`src/hw/rtl/hns_pkg.sv`:
```
package hns_pkg;

    // Field and register widths
    localparam int GW_W     = 11;
    localparam int GH_W     = 13;
    localparam int SCALE_W  = 16;
    localparam int SAMPLE_W = 8;
    localparam int NRM_W    = 26;
    localparam int NY_W     = 11;
    localparam int OCOL_W   = 10;
    localparam int OROW_W   = 12;
    localparam int PADDR_W  = 4;
    localparam int PDATA_W  = 32;

    // Register indexes (paddr[3:2])
    localparam logic [1:0] REG_GRID_WIDTH  = 2'd0;
    localparam logic [1:0] REG_GRID_HEIGHT = 2'd1;
    localparam logic [1:0] REG_INV_SCALE   = 2'd2;

    // Register reset values
    localparam logic [GW_W-1:0]    GW_RESET    = 11'd256;
    localparam logic [GH_W-1:0]    GH_RESET    = 13'd256;
    localparam logic [SCALE_W-1:0] SCALE_RESET = 16'd256;

    // Y component of the normal, Q.8
    localparam logic [NY_W-1:0] NY_INTERIOR = 11'd1024;
    localparam logic [NY_W-1:0] NY_BORDER   = 11'd256;

    // Clamped frame geometry and height scale
    typedef struct packed {
        logic [GW_W-1:0]    w;
        logic [GW_W-1:0]    w_m1;
        logic [GH_W-1:0]    h;
        logic [GH_W-1:0]    h_m1;
        logic [SCALE_W-1:0] scale;
    } t_geom;

    // One accepted sample on its way to the result register
    typedef struct packed {
        logic                valid;
        logic                has_out;
        logic                interior;
        logic                last_row;
        logic [OCOL_W-1:0]   col;
        logic [OROW_W-1:0]   row;
        logic [SAMPLE_W-1:0] sample;
        logic [SAMPLE_W-1:0] left;
    } t_stage;

endpackage

```
`src/hw/rtl/hns_cfg.sv`:
```
module hns_cfg #(
    parameter int MAX_WIDTH  = 1024,
    parameter int MAX_HEIGHT = 4096
) (
    input  logic                          i_clk,
    input  logic                          i_rst_n,
    input  logic                          i_psel,
    input  logic                          i_penable,
    input  logic                          i_pwrite,
    input  logic [hns_pkg::PADDR_W-1:0]   i_paddr,
    input  logic [hns_pkg::PDATA_W-1:0]   i_pwdata,
    output logic [hns_pkg::PDATA_W-1:0]   o_prdata,
    output logic                          o_pready,
    output hns_pkg::t_geom                o_geom
);

    logic [hns_pkg::GW_W-1:0] r_grid_width;
    logic [hns_pkg::GH_W-1:0] r_grid_height;
    hns_pkg::t_geom           r_geom;
    logic                     wr;
    logic [1:0]               idx;
    logic [hns_pkg::GW_W-1:0] n_w;
    logic [hns_pkg::GH_W-1:0] n_h;

    // Saturate the sizes to 2..MAX
    function automatic logic [hns_pkg::GW_W-1:0] clamp_w(input logic [hns_pkg::GW_W-1:0] v);
        if (v < hns_pkg::GW_W'(2)) begin
            return hns_pkg::GW_W'(2);
        end
        if (32'(v) > MAX_WIDTH) begin
            return hns_pkg::GW_W'(MAX_WIDTH);
        end
        return v;
    endfunction

    function automatic logic [hns_pkg::GH_W-1:0] clamp_h(input logic [hns_pkg::GH_W-1:0] v);
        if (v < hns_pkg::GH_W'(2)) begin
            return hns_pkg::GH_W'(2);
        end
        if (32'(v) > MAX_HEIGHT) begin
            return hns_pkg::GH_W'(MAX_HEIGHT);
        end
        return v;
    endfunction

    assign wr       = i_psel && i_penable && i_pwrite;
    assign idx      = i_paddr[3:2];
    assign o_pready = 1'b1;
    assign n_w      = clamp_w(i_pwdata[hns_pkg::GW_W-1:0]);
    assign n_h      = clamp_h(i_pwdata[hns_pkg::GH_W-1:0]);

    // Register writes; keep the raw value for readback and the clamped size for use
    always_ff @(posedge i_clk) begin
        if (!i_rst_n) begin
            r_grid_width  <= hns_pkg::GW_RESET;
            r_grid_height <= hns_pkg::GH_RESET;
            r_geom.w      <= clamp_w(hns_pkg::GW_RESET);
            r_geom.w_m1   <= clamp_w(hns_pkg::GW_RESET) - hns_pkg::GW_W'(1);
            r_geom.h      <= clamp_h(hns_pkg::GH_RESET);
            r_geom.h_m1   <= clamp_h(hns_pkg::GH_RESET) - hns_pkg::GH_W'(1);
            r_geom.scale  <= hns_pkg::SCALE_RESET;
        end else if (wr) begin
            unique case (idx)
                hns_pkg::REG_GRID_WIDTH: begin
                    r_grid_width <= i_pwdata[hns_pkg::GW_W-1:0];
                    r_geom.w     <= n_w;
                    r_geom.w_m1  <= n_w - hns_pkg::GW_W'(1);
                end
                hns_pkg::REG_GRID_HEIGHT: begin
                    r_grid_height <= i_pwdata[hns_pkg::GH_W-1:0];
                    r_geom.h      <= n_h;
                    r_geom.h_m1   <= n_h - hns_pkg::GH_W'(1);
                end
                hns_pkg::REG_INV_SCALE: begin
                    r_geom.scale <= i_pwdata[hns_pkg::SCALE_W-1:0];
                end
                default: begin
                end
            endcase
        end
    end

    // Readback mux
    always_comb begin
        unique case (idx)
            hns_pkg::REG_GRID_WIDTH:  o_prdata = hns_pkg::PDATA_W'(r_grid_width);
            hns_pkg::REG_GRID_HEIGHT: o_prdata = hns_pkg::PDATA_W'(r_grid_height);
            hns_pkg::REG_INV_SCALE:   o_prdata = hns_pkg::PDATA_W'(r_geom.scale);
            default:                  o_prdata = '0;
        endcase
    end

    assign o_geom = r_geom;

endmodule

```
`config.mk`:
```
export PLATFORM = sky130hd
export DESIGN_NAME = hns_cfg
export DESIGN_NICKNAME = d
export VERILOG_FILES = /design/src/hw/rtl/hns_pkg.sv /design/src/hw/rtl/hns_cfg.sv
export SDC_FILE = /design/constraint.sdc
export NUM_CORES = 1
export LEC_CHECK = 0
export BUFFER_PORTS_ARGS = -buffer_cell sky130_fd_sc_hd__buf_2
export CAP_MARGIN = 20
export CORE_AREA = 2 2 91 128
export CTS_CLUSTER_SIZE = 8
export DETAILED_ROUTE_END_ITERATION = 12
export DIE_AREA = 0 0 93 130
export PLACE_DENSITY_LB_ADDON = 0.15
export SYNTH_ARGS = -nofsm -noshare
export SYNTH_HDL_FRONTEND = slang
export SYNTH_SLANG_ARGS = --single-unit
export TNS_END_PERCENT = 100
```
`constraint.sdc`:
```
create_clock -name i_clk -period 2.7 [get_ports i_clk]
set_input_delay 0.54 -clock i_clk [delete_from_list [all_inputs] [get_ports i_clk]]
set_output_delay 0.54 -clock i_clk [all_outputs]
set_load 0.05 [all_outputs]
```
Word level (Yosys, flattened, before mapping). Index checks and enable logic that the tools add are counted.

Eq/ne operators: 2. Mux-type cells: 15. Reduce and logical (&&, ||, !) cells: 6. $add $sub $neg: 2. $lt $le $gt $ge: 4.

Operators by type and width (count): $mux W13 (4); $pmux W16 S3 (1); $mux W11 (4); $gt A13 B13 Y1 const B (1); $lt A13 B2 Y1 const B (1); $sub A13 B1 Y13 const B (1); $gt A11 B11 Y1 const B (1); $lt A11 B2 Y1 const B (1); $sub A11 B1 Y11 const B (1); $mux W1 (6); $reduce_and A2 Y1 (3); $eq A2 B1 Y1 const B (1); $eq A2 B2 Y1 const B (1); $logic_and A1 B1 Y1 (2); $logic_not A2 Y1 (1).

Register bits: 88. Input bits: 41.

Depth between registers and ports, before layout. Gate-level depths: netlist of run 1.

Depth in word-level cells: 6. Depth in mapped cells: 11. Gate-level depth less buffers: 9.

Worst setup path before layout of run 1. OpenSTA, ideal clock, no wires.

Kind: input-to-output. From: input port i_paddr[2] in the netlist's numbering. To: output port o_prdata[0] in the netlist's numbering. Arrival time: 2.402 ns. Stages on the path: 4. Slack: -0.242 ns. Required time: 2.160 ns. Path through: buf_2 clkbuf_1 mux2i_1 o21ai_0.

Longest elaborated chain between the ends: 2. Elaborated cells between the ends (all ways): 4. Those cells by class: 2 x eq/ne; 1 x mux; 1 x reduce/logical.

RTL lines: from (decl) (RTL line hns_cfg.sv:10) `input logic [hns_pkg::PADDR_W-1:0] i_paddr,`; $eq A2 B2 Y1 (tied with other cells) (RTL line hns_cfg.sv:85) `unique case (idx)`; $pmux W16 S3 * (RTL line hns_cfg.sv:85); to (decl) (RTL line hns_cfg.sv:12) `output logic [hns_pkg::PDATA_W-1:0] o_prdata,`.

Mark *: on every way between the ends. The rest lies on a longest branch, timed or not.

Final worst setup path of run 1.
From: input port i_pwdata[6] in the netlist's numbering. To: register r_geom (netlist bit o_geom[26]).

Longest elaborated chain between the ends: 6. Elaborated cells between the ends (all ways): 9. Those cells by class: 1 x add/sub; 2 x order compare; 6 x mux.

RTL lines: from (decl) (RTL line hns_cfg.sv:11) `input logic [hns_pkg::PDATA_W-1:0] i_pwdata,`; $gt A13 B13 Y1 (RTL line hns_cfg.sv:40) `if (32'(v) > MAX_HEIGHT) begin`; $mux W1 (2 in a row) (RTL line hns_cfg.sv:40); $mux W13 (RTL line hns_cfg.sv:43) `return v;`; $mux W13 * (RTL line hns_cfg.sv:40); $sub A13 B1 Y13 * (RTL line hns_cfg.sv:72) `r_geom.h_m1 <= n_h - hns_pkg::GH_W'(1);`; to (decl) (RTL line hns_cfg.sv:19) `hns_pkg::t_geom r_geom;`.

Mark *: on every way between the ends. The rest lies on a longest branch, timed or not. The select of a mux whose other input is x is not followed. A chain may end at the register's enable or synchronous reset.

==> results of run 1 <==
[registers in the layout (all words and copies together) (netlist names)]
register and flops:
r_grid_width 11, o_geom 64, r_grid_height 13
[placed cells by master (no fill, tap or decap), types with 2 or more instances in the layout]
| cell type | count |
|---|---|
| inv_1 | 5 |
| a221oi_2 | 2 |
| nand3_1 | 25 |
| nor4_4 | 2 |
| and3_1 | 3 |
| nand3b_1 | 2 |
| o21ai_0 | 25 |
| o21ai_1 | 14 |
| xnor2_1 | 2 |
| clkbuf_16 | 9 |
| nor3b_2 | 2 |
| dfxtp_1 | 88 |
| o21a_1 | 3 |
| conb_1 | 17 |
| and2_1 | 7 |
| nand2_1 | 134 |
| buf_2 | 102 |
| a31oi_1 | 2 |
| ha_1 | 2 |
| buf_4 | 29 |
| nor4_1 | 2 |
| clkinvlp_4 | 2 |
| a21boi_0 | 51 |
| nor2_1 | 16 |
| or4_4 | 2 |
| or3_1 | 2 |
| o211ai_1 | 10 |
| nor3_1 | 6 |
| o221ai_1 | 2 |
| nor2b_1 | 11 |
| a22o_1 | 2 |
| mux2i_1 | 13 |
| a21oi_1 | 17 |
[report_power, final]
| part | total, µW | internal (µW) | switching, µW |
|---|---|---|---|
| Clock | 1120 | 636 | 487 |
| Combinational | 370 | 100 | 270 |
| Sequential | 1330 | 1320 | 9.60 |
| Total | 2820 | 2050 | 766 |
[stage by stage]
| stage | setup slack (ns) | hold slack (ns) |
|---|---|---|
| after floorplan | 0.130 | 0.440 |
| after detailed placement | 0.102 | 0.453 |
| after CTS | 0.451 | 0.440 |
| after global routing | 0.124 | 0.464 |
| final | 0.448 | 0.449 |
| after global placement | 0.144 | 0.448 |
[path summary, 6_finish.rpt]
kind / startpoint / endpoint / slack, ns / cells past startpoint
hold / removal: i_pwdata[15] / o_geom[15] / 0.45 / 3
setup reg to reg: o_geom[25] / o_geom[25] / 1.95 / 2
hold reg to reg: o_geom[31] / o_geom[31] / 0.46 / 2
setup / recovery: i_pwdata[6] / o_geom[26] / 0.45 / 10
[critical path, cell delays in order]
cell and delay, ns:
buf_2 0.15, nor4_1 0.47, nand3_1 0.17, o211ai_1 0.26, ha_1 0.39, inv_1 0.10, nor2_1 0.13, a31oi_1 0.09
o21ai_0 0.09, o21ai_0 0.09
[layout make-up]
cell class	instances	area (µm²)	area share
timing repair buffer	131	728	0.140
clock buffer	11	243	0.0467
tap	144	180	0.0347
inverter	5	18.8	0.00361
clock inverter	3	20.0	0.00386
multi-input combinational	394	2240	0.432
sequential	88	1760	0.339
[cells by family after synthesis]
family	count (synthesis)	synth area share
compound gates	140	0.225
flops	88	0.409
other cells	2	0.00174
buf+inv	70	0.0851
fa+ha+maj	2	0.00581
mux	13	0.0302
simple gates	220	0.239
xor+xnor	2	0.00407
[routing by layer]
layer / wire, µm / vias up / global-route usage
li1: - / 1975 / -
met1: 4780 / 1839 / 0.241
met2: 6280 / 111 / 0.356
met3: 545 / 22 / 0.0277
met4: 344 / 0 / 0.0952
met5: 0 / - / 0
==> results by group, run 1 <==
Timing
  – # setup viols final: 0
  – Maximum clock frequency: 444 MHz
  – Relative slew slack: 0.555
  – Total negative slack: 0 ns
  – Final hold vios: 0
  – Fin. max-slew vios: 0
  – Period minus WS final: 2.25 ns
  – Clock Skew: 0 ns
  – Worst Tran Pin Value: 0.667 ns
  – RSZ-0062 raised after global routing: false
  – Post-route clock period utilization: 0.834

Layout
  – Final non-filler cell total: 776
  – Final net count: 672
  – Layout cells sized above 1: 0.252
  – Synth-to-layout area growth: 20.5%
  – Final core occ: 0.470
  – ANT cells: 0
  – Fillers: 1159
  – Cell area after layout: 5190 µm²

Die
  – Core region area: 11100 µm²
  – Site Rows: 46
  – Die Y-Extent: 130 µm
  – Die X: 93 µm
  – Die area: 12100 µm²
  – # IOs: 138
  – Initial Util: 0.390

Power
  – Maximum VDD drop: 0.356 mV
  – Power, Total: 2820 µW
  – Power per cell area: 543 nW/µm²
  – LEAKAGE: 0.00218 µW

Setup path
  – Startpoint types: input port
  – Worst-path fanout max: 10
  – CP endpoint kind: register
  – Critical path arrival: 2.48 ns
  – WS Path Type: in2reg
  – Req. time, crit path: 2.93 ns

Clock network
  – CTS hold repair buffers: 0
  – Max clock buf depth: 2
  – Root Driver: clkbuf_16
  – Clk slew on worst S/H paths: 0.06 ns
  – Post-CTS setup buffer count: 0
  – Number of buffers created by CTS: 9
  – Clk sink count: 88
  – Clk_lat worst skew: 0.34 ns
  – TritonCTS clock tree: done
  – H-Tree Depth: 3
  – Cts repair resizes: 0

Drt
  – Final ANT Viol Nets: 0
  – DRC: 0
  – DRT iter0 DRCs: 155
  – 1st-pass router iterations: 5
  – Post-Route WL: 12000 µm
  – DR vias: 3947
  – Avg Vias per Cell: 5.09
  – WL/cell: 15.4 µm

Place
  – Gpl congestion: 0.863
  – Placed cell area: 4930 µm²
  – DPL Wire Length: 8790 µm
  – Post-Place Cells: 762
  – Port buffer count: 102

Synthesis
  – Register area share after synthesis: 0.409
  – Main synth FF type: dfxtp_1
  – Most frequent cell after synthesis: nand2_1
  – Yosys Warn Count: 0
  – Area share of the largest cell type after synthesis: 0.409
  – Synth area leader: dfxtp_1
  – Mapped cell area: 4310 µm²
  – Top post-synthesis cells by area: dfxtp_1 (41%), nand2_1 (12%), a21boi_0 (8.9%)
  – Ys async rst share: 0
  – Mapped Cells: 537
  – Top post-synthesis cells by count: nand2_1 (134), dfxtp_1 (88), a21boi_0 (51)
  – Netlist cell types: 53
  – FF+latch count, synth: 88
  – Mean Syn Cell Area: 8.02 µm²
  – Number of synthesized flops with an enable pin: 0

Job
  – MaxCap Viol Count: 0

Global routing
  – Vias in the first global route: 3705
  – Antenna violations before repair: 0
  – Total grt overflow: 0
  – Total GRT Usage: 0.202
  – Global-route wire length before repair: 18900 µm
  – Largest net degree at the start of global routing: 46

Hold path
  – Worst hold path type: in2reg

Run status
  – Status: completed
Power figures use the tool's default switching activity.
==> inputs of run 2 (changes only) <==
--- a/config.mk
+++ b/config.mk
@@ -5,12 +5,13 @@
 export SDC_FILE = /design/constraint.sdc
 export NUM_CORES = 1
 export LEC_CHECK = 0
+export ABC_AREA = 1
 export BUFFER_PORTS_ARGS = -buffer_cell sky130_fd_sc_hd__buf_2
 export CAP_MARGIN = 20
-export CORE_AREA = 2 2 91 128
+export CORE_AREA = 2 2 89 126
 export CTS_CLUSTER_SIZE = 8
 export DETAILED_ROUTE_END_ITERATION = 12
-export DIE_AREA = 0 0 93 130
+export DIE_AREA = 0 0 91 128
 export PLACE_DENSITY_LB_ADDON = 0.15
 export SYNTH_ARGS = -nofsm -noshare
 export SYNTH_HDL_FRONTEND = slang
==> constraint.sdc (replaced) <==
create_clock -name i_clk -period 1.85 [get_ports i_clk]
set_input_delay 0.37 -clock i_clk [delete_from_list [all_inputs] [get_ports i_clk]]
set_output_delay 0.37 -clock i_clk [all_outputs]
set_load 0.05 [all_outputs]
==> results by group, run 2 <==
Global routing
  – Vias in the first global route: 3782
  – Global-route wire length before repair: 18200 µm
  – Total GRT Usage: 0.195
  – Total grt overflow: 0
  – Largest net degree at the start of global routing: 62
  – Antenna violations before repair: 0

Layout
  – Final core occ: 0.500
  – Synth-to-layout area growth: 28.6%
  – Final net count: 731
  – Max FFs per register: 64
  – Layout cells sized above 1: 0.297
  – Most frequent cells in the layout: nand2_1 (121), buf_2 (102), dfxtp_1 (88)
  – ANT cells: 0
  – Most common cell after layout, fill and taps aside: nand2_1

Setup path
  – CP endpoint kind: output port
  – Critical path arrival: 1.32 ns
  – Req. time, crit path: 1.48 ns
  – Startpoint types: input port
  – WS Path Type: in2out
  – Worst-path fanout max: 8

Synthesis
  – Yosys Warn Count: 0
  – Synth area leader: dfxtp_1
  – Top post-synthesis cells by count: nand2_1 (123), dfxtp_1 (88), a21oi_1 (69)
  – Most frequent cell after synthesis: nand2_1
  – Number of synthesized flops with an enable pin: 0
  – Register area share after synthesis: 0.428
  – Main synth FF type: dfxtp_1
  – Netlist cell types: 36
  – Ys async rst share: 0
  – Top post-synthesis cells by area: dfxtp_1 (43%), nand2_1 (11%), a21oi_1 (8.4%)
  – Mapped Cells: 559
  – Mapped cell area: 4120 µm²
  – Area share of the largest cell type after synthesis: 0.428
  – Mean Syn Cell Area: 7.37 µm²
  – FF+latch count, synth: 88

Run status
  – Status: completed

Clock network
  – Post-CTS setup buffer count: 0
  – Root Driver: clkbuf_16
  – Cts repair resizes: 0
  – H-Tree Depth: 3
  – TritonCTS clock tree: done
  – Clk slew on worst S/H paths: 0.07 ns
  – Max clock buf depth: 2
  – CTS hold repair buffers: 0
  – Clk sink count: 88
  – Clk_lat worst skew: 0.34 ns
  – Number of buffers created by CTS: 9

Drt
  – 1st-pass router iterations: 4
  – DRT iter0 DRCs: 194
  – Final ANT Viol Nets: 0
  – DRC: 0
  – Post-Route WL: 11500 µm
  – Avg Vias per Cell: 4.82
  – DR vias: 4022
  – WL/cell: 13.8 µm

Timing
  – # setup viols final: 0
  – Clock Skew: 0 ns
  – RSZ-0062 raised after global routing: false
  – Post-route clock period utilization: 0.911
  – Final hold vios: 0
  – Maximum clock frequency: 593 MHz
  – Period minus WS final: 1.69 ns
  – Fin. max-slew vios: 0

Die
  – Die Y-Extent: 128 µm
  – Initial Util: 0.389
  – Die X: 91 µm
  – Die area: 11600 µm²
  – Site Rows: 45
  – # IOs: 138
  – Core region area: 10600 µm²

Power
  – Power per cell area: 812 nW/µm²
  – Maximum VDD drop: 0.468 mV
  – Power, Total: 4300 µW
  – LEAKAGE: 0.00254 µW

Place
  – Port buffer count: 102
  – Gpl congestion: 0.881
  – DPL Wire Length: 8400 µm

Job
  – MaxCap Viol Count: 0

Hold path
  – Worst hold path type: in2reg
run 2: cell types whose count changed after synthesis, sizes merged, moves of 5 or more:
| cell | change |
|---|---|
| nor3 | -7 |
| o211ai | -5 |
| and2 | -7 |
| o21ai | +26 |
| inv | +32 |
| a21boi | -50 |
| nor2b | -11 |
| xor2 | +5 |
| nor2 | +39 |
| buf | -9 |
| mux2i | -13 |
| clkbuf | -6 |
| a21oi | +53 |
run 2: metrics by stage:
stage | std cells | hold slack (ns) | setup slack, ns | instance area, µm² | TNS, ns
after floorplan | 574 | 0.433 | 0.00363 | 4210 | 0
after global placement | 818 | 0.437 | -0.0722 | 5020 | -0.186
after detailed placement | 818 | 0.451 | -0.0878 | 5020 | -0.259
after CTS | 834 | 0.319 | 0.168 | 5300 | 0
after global routing | 834 | 0.346 | 0.0852 | 5300 | 0
final | 834 | 0.325 | 0.165 | 5300 | 0
run 2: worst max-delay path, cell delays in order:
cell and delay (ns):
buf_2 0.10, inv_1 0.04, nor2_1 0.13, buf_4 0.20
nand2_1 0.07, o211ai_1 0.11, buf_2 0.30
run 2: cells by family (layout without fill, tap and decap cells):
logic type      count (synthesis)  in the layout  synth area share
compound gates                149            149             0.193
fa+ha+maj                       2              2           0.00608
other cells                     2             17           0.00182
simple gates                  221            221             0.246
xor+xnor                        9              9            0.0191
flops                          88             88             0.428
buf+inv                        88            207             0.107
run 2: area by class of cell:
cell class / instances / area [µm²]
clock buffer: 10 / 229
inverter: 38 / 148
clock inverter: 6 / 43.8
sequential: 88 / 1760
fill: 1111 / 5290
tap: 141 / 176
timing repair buffer: 153 / 931
multi-input combinational: 398 / 2010
run 2: metal layers:
layer | wire length, µm | vias to the layer above | GRT usage
met5 | 0 | - | 0
li1 | - | 2054 | -
met3 | 588 | 16 | 0.0323
met4 | 290 | 0 | 0.0918
met1 | 5010 | 1824 | 0.236
met2 | 5630 | 128 | 0.337
run 2: final timing paths:
kind,start,endpoint,slack (ns),depth (start not counted)
worst min-delay path,i_pwdata[14],o_geom[14],0.33,3
worst max register to register,o_geom[28],o_geom[28],1.12,6
worst max-delay path,i_paddr[2],o_prdata[10],0.16,7
worst min register to register,o_geom[16],o_geom[16],0.46,2
run 2: power breakdown:
group | total, µW | internal, µW | leakage [µW] | switching, µW
Combinational | 690 | 200 | 0.00170 | 490
Sequential | 1960 | 1930 | 0.000713 | 21.0
Clock | 1650 | 914 | 0.000133 | 740
Total | 4300 | 3050 | 0.00254 | 1250
