<file path="src/hw/rtl/hns_pkg.sv">
package hns_pkg;

    // Field and register widths
    localparam int GW_W     = 11;
    localparam int GH_W     = 13;
    localparam int SCALE_W  = 16;
    localparam int SAMPLE_W = 8;
    localparam int NRM_W    = 26;
    localparam int NY_W     = 11;
    localparam int OCOL_W   = 10;
    localparam int OROW_W   = 12;
    localparam int PADDR_W  = 4;
    localparam int PDATA_W  = 32;

    // Register indexes (paddr[3:2])
    localparam logic [1:0] REG_GRID_WIDTH  = 2'd0;
    localparam logic [1:0] REG_GRID_HEIGHT = 2'd1;
    localparam logic [1:0] REG_INV_SCALE   = 2'd2;

    // Register reset values
    localparam logic [GW_W-1:0]    GW_RESET    = 11'd256;
    localparam logic [GH_W-1:0]    GH_RESET    = 13'd256;
    localparam logic [SCALE_W-1:0] SCALE_RESET = 16'd256;

    // Y component of the normal, Q.8
    localparam logic [NY_W-1:0] NY_INTERIOR = 11'd1024;
    localparam logic [NY_W-1:0] NY_BORDER   = 11'd256;

    // Clamped frame geometry and height scale
    typedef struct packed {
        logic [GW_W-1:0]    w;
        logic [GW_W-1:0]    w_m1;
        logic [GH_W-1:0]    h;
        logic [GH_W-1:0]    h_m1;
        logic [SCALE_W-1:0] scale;
    } t_geom;

    // One accepted sample on its way to the result register
    typedef struct packed {
        logic                valid;
        logic                has_out;
        logic                interior;
        logic                last_row;
        logic [OCOL_W-1:0]   col;
        logic [OROW_W-1:0]   row;
        logic [SAMPLE_W-1:0] sample;
        logic [SAMPLE_W-1:0] left;
    } t_stage;

endpackage

</file>
<file path="src/hw/rtl/hns_out_if.sv">
interface hns_out_if;
    logic                             valid;
    logic                             ready;
    logic signed [hns_pkg::NRM_W-1:0] normal_x;
    logic [hns_pkg::NY_W-1:0]         normal_y;
    logic signed [hns_pkg::NRM_W-1:0] normal_z;
    logic [hns_pkg::OCOL_W-1:0]       out_column;
    logic [hns_pkg::OROW_W-1:0]       out_row;
    logic                             last_of_run;

    modport source (
        output valid, output normal_x, output normal_y, output normal_z,
        output out_column, output out_row, output last_of_run,
        input ready
    );
    modport sink (
        input valid, input normal_x, input normal_y, input normal_z,
        input out_column, input out_row, input last_of_run,
        output ready
    );
endinterface

</file>
<file path="src/hw/rtl/hns_result.sv">
module hns_result (
    input  logic                          i_clk,
    input  logic                          i_rst_n,
    input  hns_pkg::t_stage               i_stage,
    input  logic [hns_pkg::SAMPLE_W-1:0]  i_right,
    input  logic [hns_pkg::SAMPLE_W-1:0]  i_up,
    input  logic [hns_pkg::SCALE_W-1:0]   i_scale,
    output logic                          o_take,
    hns_out_if.source                     o_res
);

    logic                              r_o_valid;
    logic                              r_two;
    logic signed [hns_pkg::NRM_W-1:0]  r_nx, r_nz;
    logic [hns_pkg::NY_W-1:0]          r_ny;
    logic [hns_pkg::OCOL_W-1:0]        r_col;
    logic [hns_pkg::OROW_W-1:0]        r_row;
    logic                              r_last;

    logic                              free, load, pop;
    logic signed [hns_pkg::SAMPLE_W:0] dx, dz;
    logic signed [hns_pkg::NRM_W-1:0]  dx_w, dz_w, s_w, px, pz;

    assign pop    = r_o_valid && o_res.ready;
    assign free   = !r_o_valid || (o_res.ready && !r_two);
    assign o_take = i_stage.valid && (!i_stage.has_out || free);
    assign load   = o_take && i_stage.has_out;

    // Central differences scaled by the inverse height scale
    always_comb begin
        dx   = $signed({1'b0, i_stage.left}) - $signed({1'b0, i_right});
        dz   = $signed({1'b0, i_up}) - $signed({1'b0, i_stage.sample});
        dx_w = hns_pkg::NRM_W'(dx);
        dz_w = hns_pkg::NRM_W'(dz);
        s_w  = $signed(hns_pkg::NRM_W'(i_scale));
        px   = dx_w * s_w;
        pz   = dz_w * s_w;
    end

    // Output control: second result of the last row follows the first
    always_ff @(posedge i_clk) begin
        if (!i_rst_n) begin
            r_o_valid <= 1'b0;
            r_two     <= 1'b0;
        end else if (load) begin
            r_o_valid <= 1'b1;
            r_two     <= i_stage.last_row;
        end else if (pop) begin
            if (r_two) begin
                r_two <= 1'b0;
            end else begin
                r_o_valid <= 1'b0;
            end
        end
    end

    // Output payload
    always_ff @(posedge i_clk) begin
        if (load) begin
            r_nx   <= i_stage.interior ? (px <<< 1) : '0;
            r_nz   <= i_stage.interior ? (pz <<< 1) : '0;
            r_ny   <= i_stage.interior ? hns_pkg::NY_INTERIOR : hns_pkg::NY_BORDER;
            r_col  <= i_stage.col;
            r_row  <= i_stage.row;
            r_last <= !i_stage.last_row;
        end else if (pop && r_two) begin
            r_nx   <= '0;
            r_nz   <= '0;
            r_ny   <= hns_pkg::NY_BORDER;
            r_row  <= r_row + hns_pkg::OROW_W'(1);
            r_last <= 1'b1;
        end
    end

    assign o_res.valid       = r_o_valid;
    assign o_res.normal_x    = r_nx;
    assign o_res.normal_y    = r_ny;
    assign o_res.normal_z    = r_nz;
    assign o_res.out_column  = r_col;
    assign o_res.out_row     = r_row;
    assign o_res.last_of_run = r_last;

    a_two_needs_valid: assert property (@(posedge i_clk) disable iff (!i_rst_n)
        r_two |-> r_o_valid)
        else $error("second result pending without a valid result");

    a_second_is_border: assert property (@(posedge i_clk) disable iff (!i_rst_n)
        (pop && r_two) |=> (r_o_valid && r_last && r_ny == hns_pkg::NY_BORDER))
        else $error("last-row border result malformed");

endmodule
</file>
<file path="src/flat_wrapper.sv">
// flat-port wrapper written by rule: the top's interface ports become plain ports
module hns_result_flat 
  (i_clk, i_rst_n, i_stage, i_right, i_up, i_scale, o_take, o_res_valid, o_res_normal_x, o_res_normal_y, o_res_normal_z, o_res_out_column, o_res_out_row, o_res_last_of_run, o_res_ready);
  hns_out_if o_res_i ();
  input  logic i_clk;
  input  logic i_rst_n;
  input  hns_pkg::t_stage i_stage;
  input  logic [hns_pkg::SAMPLE_W-1:0] i_right;
  input  logic [hns_pkg::SAMPLE_W-1:0] i_up;
  input  logic [hns_pkg::SCALE_W-1:0] i_scale;
  output logic o_take;
  output wire logic [$bits(o_res_i.valid)-1:0] o_res_valid;
  output wire logic [$bits(o_res_i.normal_x)-1:0] o_res_normal_x;
  output wire logic [$bits(o_res_i.normal_y)-1:0] o_res_normal_y;
  output wire logic [$bits(o_res_i.normal_z)-1:0] o_res_normal_z;
  output wire logic [$bits(o_res_i.out_column)-1:0] o_res_out_column;
  output wire logic [$bits(o_res_i.out_row)-1:0] o_res_out_row;
  output wire logic [$bits(o_res_i.last_of_run)-1:0] o_res_last_of_run;
  input wire logic [$bits(o_res_i.ready)-1:0] o_res_ready;
  assign o_res_valid = o_res_i.valid;
  assign o_res_normal_x = o_res_i.normal_x;
  assign o_res_normal_y = o_res_i.normal_y;
  assign o_res_normal_z = o_res_i.normal_z;
  assign o_res_out_column = o_res_i.out_column;
  assign o_res_out_row = o_res_i.out_row;
  assign o_res_last_of_run = o_res_i.last_of_run;
  assign o_res_i.ready = o_res_ready;
  hns_result u_core (.i_clk(i_clk), .i_rst_n(i_rst_n), .i_stage(i_stage), .i_right(i_right), .i_up(i_up), .i_scale(i_scale), .o_take(o_take), .o_res(o_res_i));
endmodule
</file>
<file path="config.mk">
export PLATFORM = sky130hd
export DESIGN_NAME = hns_result_flat
export DESIGN_NICKNAME = d
export VERILOG_FILES = /design/src/hw/rtl/hns_pkg.sv /design/src/hw/rtl/hns_out_if.sv /design/src/hw/rtl/hns_result.sv /design/src/flat_wrapper.sv
export SDC_FILE = /design/constraint.sdc
export NUM_CORES = 1
export LEC_CHECK = 0
export BUFFER_PORTS_ARGS = -buffer_cell sky130_fd_sc_hd__buf_2
export CAP_MARGIN = 5
export CORE_UTILIZATION = 30
export DETAILED_ROUTE_END_ITERATION = 16
export GPL_TIMING_DRIVEN = 0
export HOLD_SLACK_MARGIN = 0.02
export PLACE_DENSITY = 0.56
export SYNTH_ARGS = -nofsm -noshare
export SYNTH_HDL_FRONTEND = slang
export SYNTH_SLANG_ARGS = --single-unit
</file>
<file path="constraint.sdc">
create_clock -name i_clk -period 8.6 [get_ports i_clk]
set_clock_uncertainty 0.05 [all_clocks]
set_input_delay 1.72 -clock i_clk [delete_from_list [all_inputs] [get_ports i_clk]]
set_output_delay 1.72 -clock i_clk [all_outputs]
set_load 0.05 [all_outputs]
</file>
# Word level (Yosys, flattened, before mapping)

Index checks and enable logic that the tools add are counted.

RAM bits: 0
Bits in read-only memories: 0
Memories kept: 0
Output and inout bits: 88
Logic and storage cells: 45
Latch bits: 0
Register bits after elaboration: 88

Divide/modulo/power cells: 0
Equality and inequality tests: 1
Add/sub/neg operators: 3
Shift-type cells: 0
Bitwise gates (word level): 0
Multiplexer cells: 17
Magnitude comparators: 0
Reduce and logical (&&, ||, !) cells: 14
Multiply operators: 2

Operators by type and width:

| operator                                                        | count |
|---|---|
| 26-bit 2-to-1 mux                                               | 5 |
| 9-bit by 17-bit multiplier with 25-bit output                   | 2 |
| 11-bit 2-to-1 mux                                               | 3 |
| 12-bit 2-to-1 mux                                               | 2 |
| 8-bit by 8-bit subtractor with 9-bit output                     | 2 |
| 12-bit by 1-bit adder with 12-bit output, second input constant | 1 |
| 1-bit 2-to-1 mux                                                | 7 |
| 1-bit logical AND                                               | 5 |
| 1-bit zero test                                                 | 4 |
| 2-bit nonzero test                                              | 2 |
| 1-bit logical OR                                                | 2 |
| 2-bit != test, second input constant                            | 1 |
| 2-bit AND reduction                                             | 1 |

# Logic depth before layout (Yosys ltp)

Gate-level depths: netlist of run 1.

Word-level depth: 8
Gate-level depth with buffers: 28

# Worst setup path after synthesis of run 1

OpenSTA, ideal clock, no wires.

Path kind: input to register
Start point: input i_stage[0] in the netlist's numbering
End point: register u_core.r_nx (netlist bit u_core.o_res.normal_x[24]) (data pin)
Slack: 0.858 ns
Path buffers: 1
Data arrival time: 7.426 ns
Stages on the path: 26
Cell sequence: inv_1 ha_1 fa_1 nand2b_1 a21boi_0 o31ai_1 nand2b_1 xor2_1 buf_2 nand2_1 fa_1 fa_1 inv_1 fa_1 fa_1 inv_1 fa_1 inv_1 ha_1 o211ai_1 a21oi_1 o221a_2 o31ai_2 o21ai_0 xnor2_1 nor2_1

Longest elaborated chain between the ends: 4

RTL lines:

| what                                          | line              | text |
|---|---|---|
| from (decl)                                   | flat_wrapper.sv:7 | `input hns_pkg::t_stage i_stage;` |
| 8-bit by 8-bit subtractor with 9-bit output   | hns_result.sv:31  | `dx = $signed({1'b0, i_stage.left}) - $signed({1'b0, i_right});` |
| 9-bit by 17-bit multiplier with 25-bit output | hns_result.sv:36  | `px = dx_w * s_w;` |
| 26-bit 2-to-1 mux                             | hns_result.sv:60  | `r_nx <= i_stage.interior ? (px <<< 1) : '0;` |
| 26-bit 2-to-1 mux                             | hns_result.sv:59  | `if (load) begin` |
| to (signal assigned)                          | hns_result.sv:60  |  |
| to (decl)                                     | hns_result.sv:14  | `logic signed [hns_pkg::NRM_W-1:0] r_nx, r_nz;` |

No other way between the ends.
A chain may end at the register's enable or synchronous reset.

# Worst setup path after layout of run 1

Start point: input i_up[0] in the netlist's numbering
End point: register u_core.r_nz (netlist bit u_core.o_res.normal_z[21]) (data pin)

Longest elaborated chain between the ends: 4

RTL lines:

| what                                          | line              | text |
|---|---|---|
| from (decl)                                   | flat_wrapper.sv:9 | `input logic [hns_pkg::SAMPLE_W-1:0] i_up;` |
| 8-bit by 8-bit subtractor with 9-bit output   | hns_result.sv:32  | `dz = $signed({1'b0, i_up}) - $signed({1'b0, i_stage.sample});` |
| 9-bit by 17-bit multiplier with 25-bit output | hns_result.sv:37  | `pz = dz_w * s_w;` |
| 26-bit 2-to-1 mux                             | hns_result.sv:61  | `r_nz <= i_stage.interior ? (pz <<< 1) : '0;` |
| 26-bit 2-to-1 mux                             | hns_result.sv:59  |  |
| to (signal assigned)                          | hns_result.sv:61  |  |
| to (decl)                                     | hns_result.sv:14  |  |

No other way between the ends.

==> results of run 1 <==
## how the worst max path moves through the flow
stage	start	end	slack, ns	cells past startpoint
floorplan	i_stage[0]	u_core.o_res.normal_x[24]	0.86	26
global placement	i_stage[0]	u_core.o_res.normal_x[24]	-0.14	27
detailed placement	i_stage[0]	u_core.o_res.normal_x[24]	-0.20	27
CTS	i_stage[0]	u_core.o_res.normal_x[24]	0.18	27
global route	i_stage[0]	u_core.o_res.normal_x[25]	0.02	27
finish	i_up[0]	u_core.o_res.normal_z[21]	0.44	28
## state kept, by name (all words and copies together) (netlist names)
name and flops:
u_core.o_res.normal_x 25, u_core.o_res.out_column 10, u_core.o_res.normal_y 2, u_core.o_res.out_row 12, u_core.o_res.last_of_run 1, u_core.r_two 1, u_core.o_res.valid 1, u_core.o_res.normal_z 25
## placed cells by master, fill, tap and decap left out, types with 3 or more instances in the layout
cell type,Yosys,final
sky130_fd_sc_hd__buf_4,12,12
sky130_fd_sc_hd__conb_1,1,11
sky130_fd_sc_hd__a21oi_1,35,34
sky130_fd_sc_hd__xnor2_1,23,22
sky130_fd_sc_hd__a21oi_2,4,5
sky130_fd_sc_hd__nand2b_1,47,47
sky130_fd_sc_hd__buf_2,7,160
sky130_fd_sc_hd__mux2i_1,4,4
sky130_fd_sc_hd__nand3_1,6,6
sky130_fd_sc_hd__or2_2,6,6
sky130_fd_sc_hd__xnor2_2,2,3
sky130_fd_sc_hd__o21ai_1,3,3
sky130_fd_sc_hd__and2_1,140,140
sky130_fd_sc_hd__nand4_1,6,6
sky130_fd_sc_hd__nor2b_1,14,14
sky130_fd_sc_hd__fa_1,200,200
sky130_fd_sc_hd__o21a_1,7,7
sky130_fd_sc_hd__nor2_1,71,71
sky130_fd_sc_hd__xor2_1,29,27
sky130_fd_sc_hd__or2_1,5,5
sky130_fd_sc_hd__o21ai_0,31,31
sky130_fd_sc_hd__clkbuf_16,0,9
sky130_fd_sc_hd__edfxtp_1,75,75
sky130_fd_sc_hd__o31ai_1,3,3
sky130_fd_sc_hd__a21boi_0,3,3
sky130_fd_sc_hd__a211oi_1,3,3
sky130_fd_sc_hd__nor3_1,8,8
sky130_fd_sc_hd__o21bai_1,3,3
sky130_fd_sc_hd__clkbuf_1,33,33
sky130_fd_sc_hd__or3_1,3,3
sky130_fd_sc_hd__inv_1,202,202
sky130_fd_sc_hd__a21o_1,15,15
sky130_fd_sc_hd__and3_1,19,19
sky130_fd_sc_hd__nand2_1,106,106
sky130_fd_sc_hd__ha_1,149,149
sky130_fd_sc_hd__o211ai_1,4,4
## logic make-up after synthesis
kind of cell	after synthesis
mux	5
other cells	1
simple gates	445
buf+inv	257
flops	77
compound gates	137
xor+xnor	54
fa+ha+maj	349
## metrics by stage
step	std cells	setup WS, ns	setup TNS, ns	utilization [%]
after floorplan	1335	0.8578	0	-
after global placement	2065	-0.1358	-0.3874	34.34
after detailed placement	2066	-0.2016	-0.8612	34.42
after CTS	2082	0.1772	0	35.17
after global routing	2082	0.01559	0	35.26
final	2082	0.4445	0	35.26
## layout make-up
type,count,area (um^2),share of cell area (%)
inverters,203,762.0,5.106
clock buffers,9,225.2,1.509
flip-flops and latches,77,2292,15.36
multi-input cells,1001,9771,65.48
well taps,577,721.9,4.838
plain buffers,54,265.3,1.778
clock inverters,7,91.34,0.6121
repair buffers,154,793.3,5.316
## critical path, delay by kind of cell
| kind | cells | cell delay, ns |
|---|---|---|
| buffers and inverters | 7 | 0.73 |
| adder cells (fa/ha/maj) | 8 | 3.30 |
| XOR/XNOR | 2 | 0.54 |
| AND/OR/NAND/NOR | 3 | 0.52 |
| AO/OA/AOI/OAI | 8 | 1.43 |
## timing repair
| item | in CTS | in global routing |
|---|---|---|
| buffers inserted | 0 | 0 |
| gates resized for setup | 0 | 5 |
| endpoints found under the setup margin | 0 | 9 |
## routing by layer
metal  wire length, um  track usage, %
met1             15000           21.92
met2             14450           23.78
met3              2046           2.086
met4               363           3.096
met5                 0               0
==> Implementation_results.wiki, run 1 <==
{| class="wikitable"
! Metric !! Value
|-
| Outcome || finished clean
|-
| Netlist area before placement || 0.01301 mm^2
|-
| Height of the die || 210.2 um
|-
| Synth warnings || 0
|-
| Count of buffers from port buffering || 153
|-
| Crit Path Class || input pin to flip-flop
|-
| Hold Path Cell Cnt || 3
|-
| Synthesized-area fraction occupied by xor and xnor cells || 3.752%
|-
| CTS Root Cell || sky130_fd_sc_hd__clkbuf_16
|-
| Design area || 0.01492 mm^2
|-
| Worst Tran Pin Value || 0.8623 ns
|-
| Post-DR wirelength/cell || 15.30 um
|-
| Crit path max-delay cell type || sky130_fd_sc_hd__fa_1
|-
| Simple-gate share of the synthesized area || 18.02%
|-
| Syn Inst Count || 1325
|-
| Share of flip-flops with an asynchronous set or reset after synthesis || 0%
|-
| Fill cells || 4391
|-
| Number of flops mapped to enable cells by yosys || 75
|-
| Die area || 0.04419 mm^2
|-
| RSZ-0062 raised after global routing || no
|-
| Clock-pin slew on the worst setup and hold paths || 0.07 ns
|-
| Share of synthesized area spent on multiplexers || 0.3944%
|-
| DRC marker count from the first detailed-route iteration || 481
|-
| Critical register-to-register path startpoint || u_core.o_res.valid
|-
| Worst skew pair latency || 0.35 ns
|-
| Routed WL || 31.86 mm
|-
| Share of final-layout standard cells stronger than drive strength 1 || 15.15%
|-
| Cell area reported after detailed placement || 0.01457 mm^2
|-
| Clock buffer count from CTS || 9
|-
| Number of detailed-route iterations in the first pass || 5
|-
| Data arrival time of the worst path || 8.23 ns
|-
| Effective utilization at floorplan || 30.73%
|-
| Commonest cells in the netlist || 202 x sky130_fd_sc_hd__inv_1, 200 x sky130_fd_sc_hd__fa_1, 149 x sky130_fd_sc_hd__ha_1
|-
| Largest family of logic cells by synthesized area || adder cells
|-
| Category of the worst setup path launch point || input pin
|-
| Most frequent cell after synthesis || sky130_fd_sc_hd__inv_1
|-
| Horiz. Die Dim || 210.2 um
|-
| Count of endpoints failing setup in the final report || 0
|-
| Path class of the lowest-slack min-delay path || flip-flop to flip-flop
|-
| Required arrival time at the worst endpoint || 8.67 ns
|-
| Count of boundary I/O pins || 165
|-
| Global-route wire length before repair || 51.73 mm
|-
| Count of distinct cell types in the synthesized netlist || 71
|-
| Number of pins with negative max-slew slack in the final report || 0
|-
| Minimum clock period || 8.156 ns
|-
| Adder and majority gate portion of the synthesized area || 45.12%
|-
| Floorplan row count || 75
|-
| DRC violation count after routing || 0
|-
| Clock Tree Buf Depth || 2
|-
| Max-cap violations || 0
|-
| Half-perimeter wire length after detailed placement || 26.45 mm
|-
| Final Hold Vio Count || 0
|-
| Longest individual stage delay on the worst path || 0.53 ns
|-
| Portion of the clock cycle consumed by the worst path in the final layout || 94.83%
|-
| GRT overflow || 0
|-
| Vias/cell || 4.615
|-
| ANT nets after route || 0
|-
| Startpoint of the worst hold path || u_core.r_two
|-
| Via count of the first global-routing pass || 9758
|-
| Leading area contributor after synthesis || sky130_fd_sc_hd__fa_1
|-
| Complex-gate fraction of the synthesized area || 7.167%
|-
| Main area contributors after synthesis || sky130_fd_sc_hd__fa_1 31%, sky130_fd_sc_hd__edfxtp_1 17%, sky130_fd_sc_hd__ha_1 14%
|-
| Worst hold slack || 0.5976 ns
|-
| Syn_area_per_cell || 9.816 um^2
|-
| Number of inserted diodes || 0
|-
| Predominant post-synthesis flop cell || sky130_fd_sc_hd__edfxtp_1
|-
| Area fraction of the dominant cell type after synthesis || 30.78%
|-
| Sequential area share after synthesis || 17.62%
|-
| Pin count of the biggest net entering global routing || 59
|-
| Vias || 9609
|-
| Overall track demand over capacity in global routing || 15.08%
|-
| Initial antenna violation count || 1
|-
| Core Area || 0.04232 mm^2
|-
| Worst setup slack for register-to-register paths || 6.25 ns
|-
| Number of nets in the layout || 1926
|-
| Critical-path maximum fanout || 10
|-
| Remaining max-slew budget at the tightest pin || 42.51%
|-
| Post-synthesis sequential element count || 77
|-
| Synthesis-to-layout area growth || 14.73%
|-
| CTS HTree Levels || 3
|-
| Fmax || 122.6 MHz
|-
| CTS tree || done
|-
| R2R cell count || 6
|-
| Hold-fix buffer count after cts || 0
|-
| Final RePlAce weighted congestion || 0.8345
|-
| Sink count of the clock tree || 77
|-
| Type of element capturing the critical path || flip-flop
|-
| Critical path's most frequent cell || sky130_fd_sc_hd__fa_1
|-
| Reg-to-reg endpoint || u_core.o_res.normal_x[9]
|-
| Hold Path Sink || u_core.r_two
|}
Power of run 1 is left out: the tool's default activity adds up to more than one toggle a clock period on the data nets, which glitch-free logic cannot reach.
==> run 2: changes to the inputs <==
--- a/config.mk
+++ b/config.mk
@@ -12,6 +12,7 @@
 export GPL_TIMING_DRIVEN = 0
 export HOLD_SLACK_MARGIN = 0.02
 export PLACE_DENSITY = 0.56
+export RECOVER_POWER = 50
 export SYNTH_ARGS = -nofsm -noshare
 export SYNTH_HDL_FRONTEND = slang
 export SYNTH_SLANG_ARGS = --single-unit
==> constraint.sdc (replaced) <==
create_clock -name i_clk -period 10.5 [get_ports i_clk]
set_clock_uncertainty 0.05 [all_clocks]
set_input_delay 2.1 -clock i_clk [delete_from_list [all_inputs] [get_ports i_clk]]
set_output_delay 2.1 -clock i_clk [all_outputs]
set_load 0.05 [all_outputs]
==> Implementation_results.wiki, run 2 (synthesized netlist as in run 1, its figures left out) <==
{| class="wikitable"
! Metric !! Value
|-
| Outcome || finished clean
|-
| RSZ-0062 raised after global routing || no
|-
| Count of buffers from port buffering || 153 (unchanged)
|-
| Longest individual stage delay on the worst path || 0.62 ns (+0.09 ns)
|-
| GRT overflow || 0 (unchanged)
|-
| Clock buffer count from CTS || 9 (unchanged)
|-
| Count of endpoints failing setup in the final report || 0 (unchanged)
|-
| DRC marker count from the first detailed-route iteration || 536 (+11%)
|-
| Clock Tree Buf Depth || 2 (unchanged)
|-
| Wire length on met2 || 14.49 mm (+0.32%)
|-
| Type of element capturing the critical path || flip-flop
|-
| Via count of the first global-routing pass || 9758 (unchanged)
|-
| Global-route wire length before repair || 51.73 mm (unchanged)
|-
| Initial antenna violation count || 1 (unchanged)
|-
| Max-cap violations || 0 (unchanged)
|-
| Number of pins with negative max-slew slack in the final report || 0 (unchanged)
|-
| Core Area || 0.04232 mm^2 (unchanged)
|-
| Vias || 9605 (-0.042%)
|-
| Path class of the lowest-slack min-delay path || flip-flop to flip-flop
|-
| Count of boundary I/O pins || 165 (unchanged)
|-
| Vias/cell || 4.611 (about the same)
|-
| Post-DR wirelength/cell || 15.34 um (+0.23%)
|-
| Half-perimeter wire length after detailed placement || 26.45 mm (unchanged)
|-
| Overall track demand over capacity in global routing || 15.08% (unchanged)
|-
| Floorplan row count || 75 (unchanged)
|-
| Post-CTS repair timing setup buffer count || 0 (unchanged)
|-
| Worst Tran Pin Value || 0.9291 ns (+0.06678 ns)
|-
| Worst path bufs/invs || 6 (-1)
|-
| R2R cell count || 6 (unchanged)
|-
| Routed WL || 31.95 mm (+0.28%)
|-
| Detailed-routed wire length on met3 || 1.878 mm (-8.2%)
|-
| Synthesis-to-layout area growth || 13.56%
|-
| Die area || 0.04419 mm^2 (unchanged)
|-
| Sink count of the clock tree || 77 (unchanged)
|-
| Instance count on the critical path || 27 (-3.6%)
|-
| DRC violation count after routing || 0 (unchanged)
|-
| Kind of cell adding the most delay to the critical path || adder cells
|-
| Effective utilization at floorplan || 30.73% (unchanged)
|-
| Portion of the clock cycle consumed by the worst path in the final layout || 84.18%
|-
| Worst skew pair latency || 0.35 ns (about the same)
|-
| Data arrival time of the worst path || 8.87 ns (+0.64 ns)
|-
| Most common cell after layout, fill and taps aside || sky130_fd_sc_hd__inv_1
|-
| Highest metal layer used by the detailed router || met4
|-
| Pin count of the biggest net entering global routing || 59 (unchanged)
|-
| Remaining max-slew budget at the tightest pin || 38.06% (-4.5 points)
|-
| Number of detailed-route iterations in the first pass || 6 (+1)
|-
| Critical path's most frequent cell || sky130_fd_sc_hd__fa_1
|-
| Number of nets in the layout || 1926 (unchanged)
|-
| CTS Root Cell || sky130_fd_sc_hd__clkbuf_16
|-
| CTS HTree Levels || 3 (unchanged)
|-
| Crit path max-delay cell type || sky130_fd_sc_hd__xor2_1
|-
| Height of the die || 210.2 um (unchanged)
|-
| ANT nets after route || 0 (unchanged)
|-
| Final Hold Vio Count || 0 (unchanged)
|-
| Critical-path maximum fanout || 10 (unchanged)
|-
| Required arrival time at the worst endpoint || 10.53 ns (+1.86 ns)
|-
| Minimum clock period || 8.839 ns
|-
| Resize count post-CTS || 0 (unchanged)
|-
| Share of final-layout standard cells stronger than drive strength 1 || 9.435% (-5.7 points)
|-
| Final RePlAce weighted congestion || 0.8345 (unchanged)
|-
| Wire length the detailed router placed on met1 || 15.22 mm (+1.4%)
|-
| Fmax || 113.1 MHz
|-
| Clock-pin slew on the worst setup and hold paths || 0.07 ns (about the same)
|-
| Hold Path Cell Cnt || 3 (unchanged)
|-
| Hold-fix buffer count after cts || 0 (unchanged)
|-
| Category of the worst setup path launch point || input pin
|-
| Crit Path Class || input pin to flip-flop
|-
| CTS tree || done
|-
| Most frequent cells in the layout || 203 x sky130_fd_sc_hd__inv_1, 200 x sky130_fd_sc_hd__fa_1, 149 x sky130_fd_sc_hd__ha_1, 139 x sky130_fd_sc_hd__and2_1, 112 x sky130_fd_sc_hd__clkbuf_1
|-
| Post-Route Setup TNS || 0 ns (unchanged)
|-
| Horiz. Die Dim || 210.2 um (unchanged)
|}
==> run 2: cell types whose count changed in the layout (fill, tap and decap cells not counted), moves of 2 or more <==
cell / change
sky130_fd_sc_hd__xor2_1: +2
sky130_fd_sc_hd__and2_0: +2
sky130_fd_sc_hd__clkbuf_1: +79
sky130_fd_sc_hd__buf_2: -78
==> run 2: worst paths after layout <==
path	start	to	slack, ns
worst max-delay path	i_stage[0]	u_core.o_res.normal_x[25]	1.66
worst min-delay path	u_core.r_two	u_core.r_two	0.59
worst max register to register	u_core.o_res.valid	u_core.o_res.normal_x[9]	7.75
worst min register to register	u_core.r_two	u_core.r_two	0.59
==> run 2: area by class of cell <==
type                            instances  area (um^2)
Buffer                                 54        256.5
Multi-Input combinational cell       1001         9722
Inverter                              203        762.0
Antenna cell                            1        2.502
Fill cell                            4410        27550
Clock inverter                          7        91.34
Tap cell                              577        721.9
Timing Repair Buffer                  154        696.9
Clock buffer                            9        225.2
Sequential cell                        77         2292
==> run 2: worst register-to-register path: stages, from the launching register on <==
cell and delay [ns]:
sky130_fd_sc_hd__dfxtp_1 0.37, sky130_fd_sc_hd__o21ai_0 0.12, sky130_fd_sc_hd__and3_1 0.23, sky130_fd_sc_hd__and2_0 0.37, sky130_fd_sc_hd__inv_1 0.44, sky130_fd_sc_hd__clkbuf_1 0.73, sky130_fd_sc_hd__nor3_1 0.15
==> run 2: layer usage <==
metal / global-route usage, % / vias up
met5: 0 / -
met4: 3.096 / 0
met3: 2.086 / 20
met2: 23.78 / 266
met1: 21.92 / 4777
li1: - / 4542
==> run 2: through the flow <==
stage	instances	worst slack, ns	instance area [um^2]	hold slack, ns	util [%]
after floorplan	1335	2.378	13040	0.5294	-
after global placement	2065	1.384	14530	0.5520	34.34
after detailed placement	2066	1.318	14570	0.5898	34.42
after CTS	2082	1.697	14880	0.6011	35.17
after global routing	2082	1.145	14770	0.6875	34.89
final	2083	1.661	14770	0.5906	34.90
Power of run 2 is left out for the same reason.
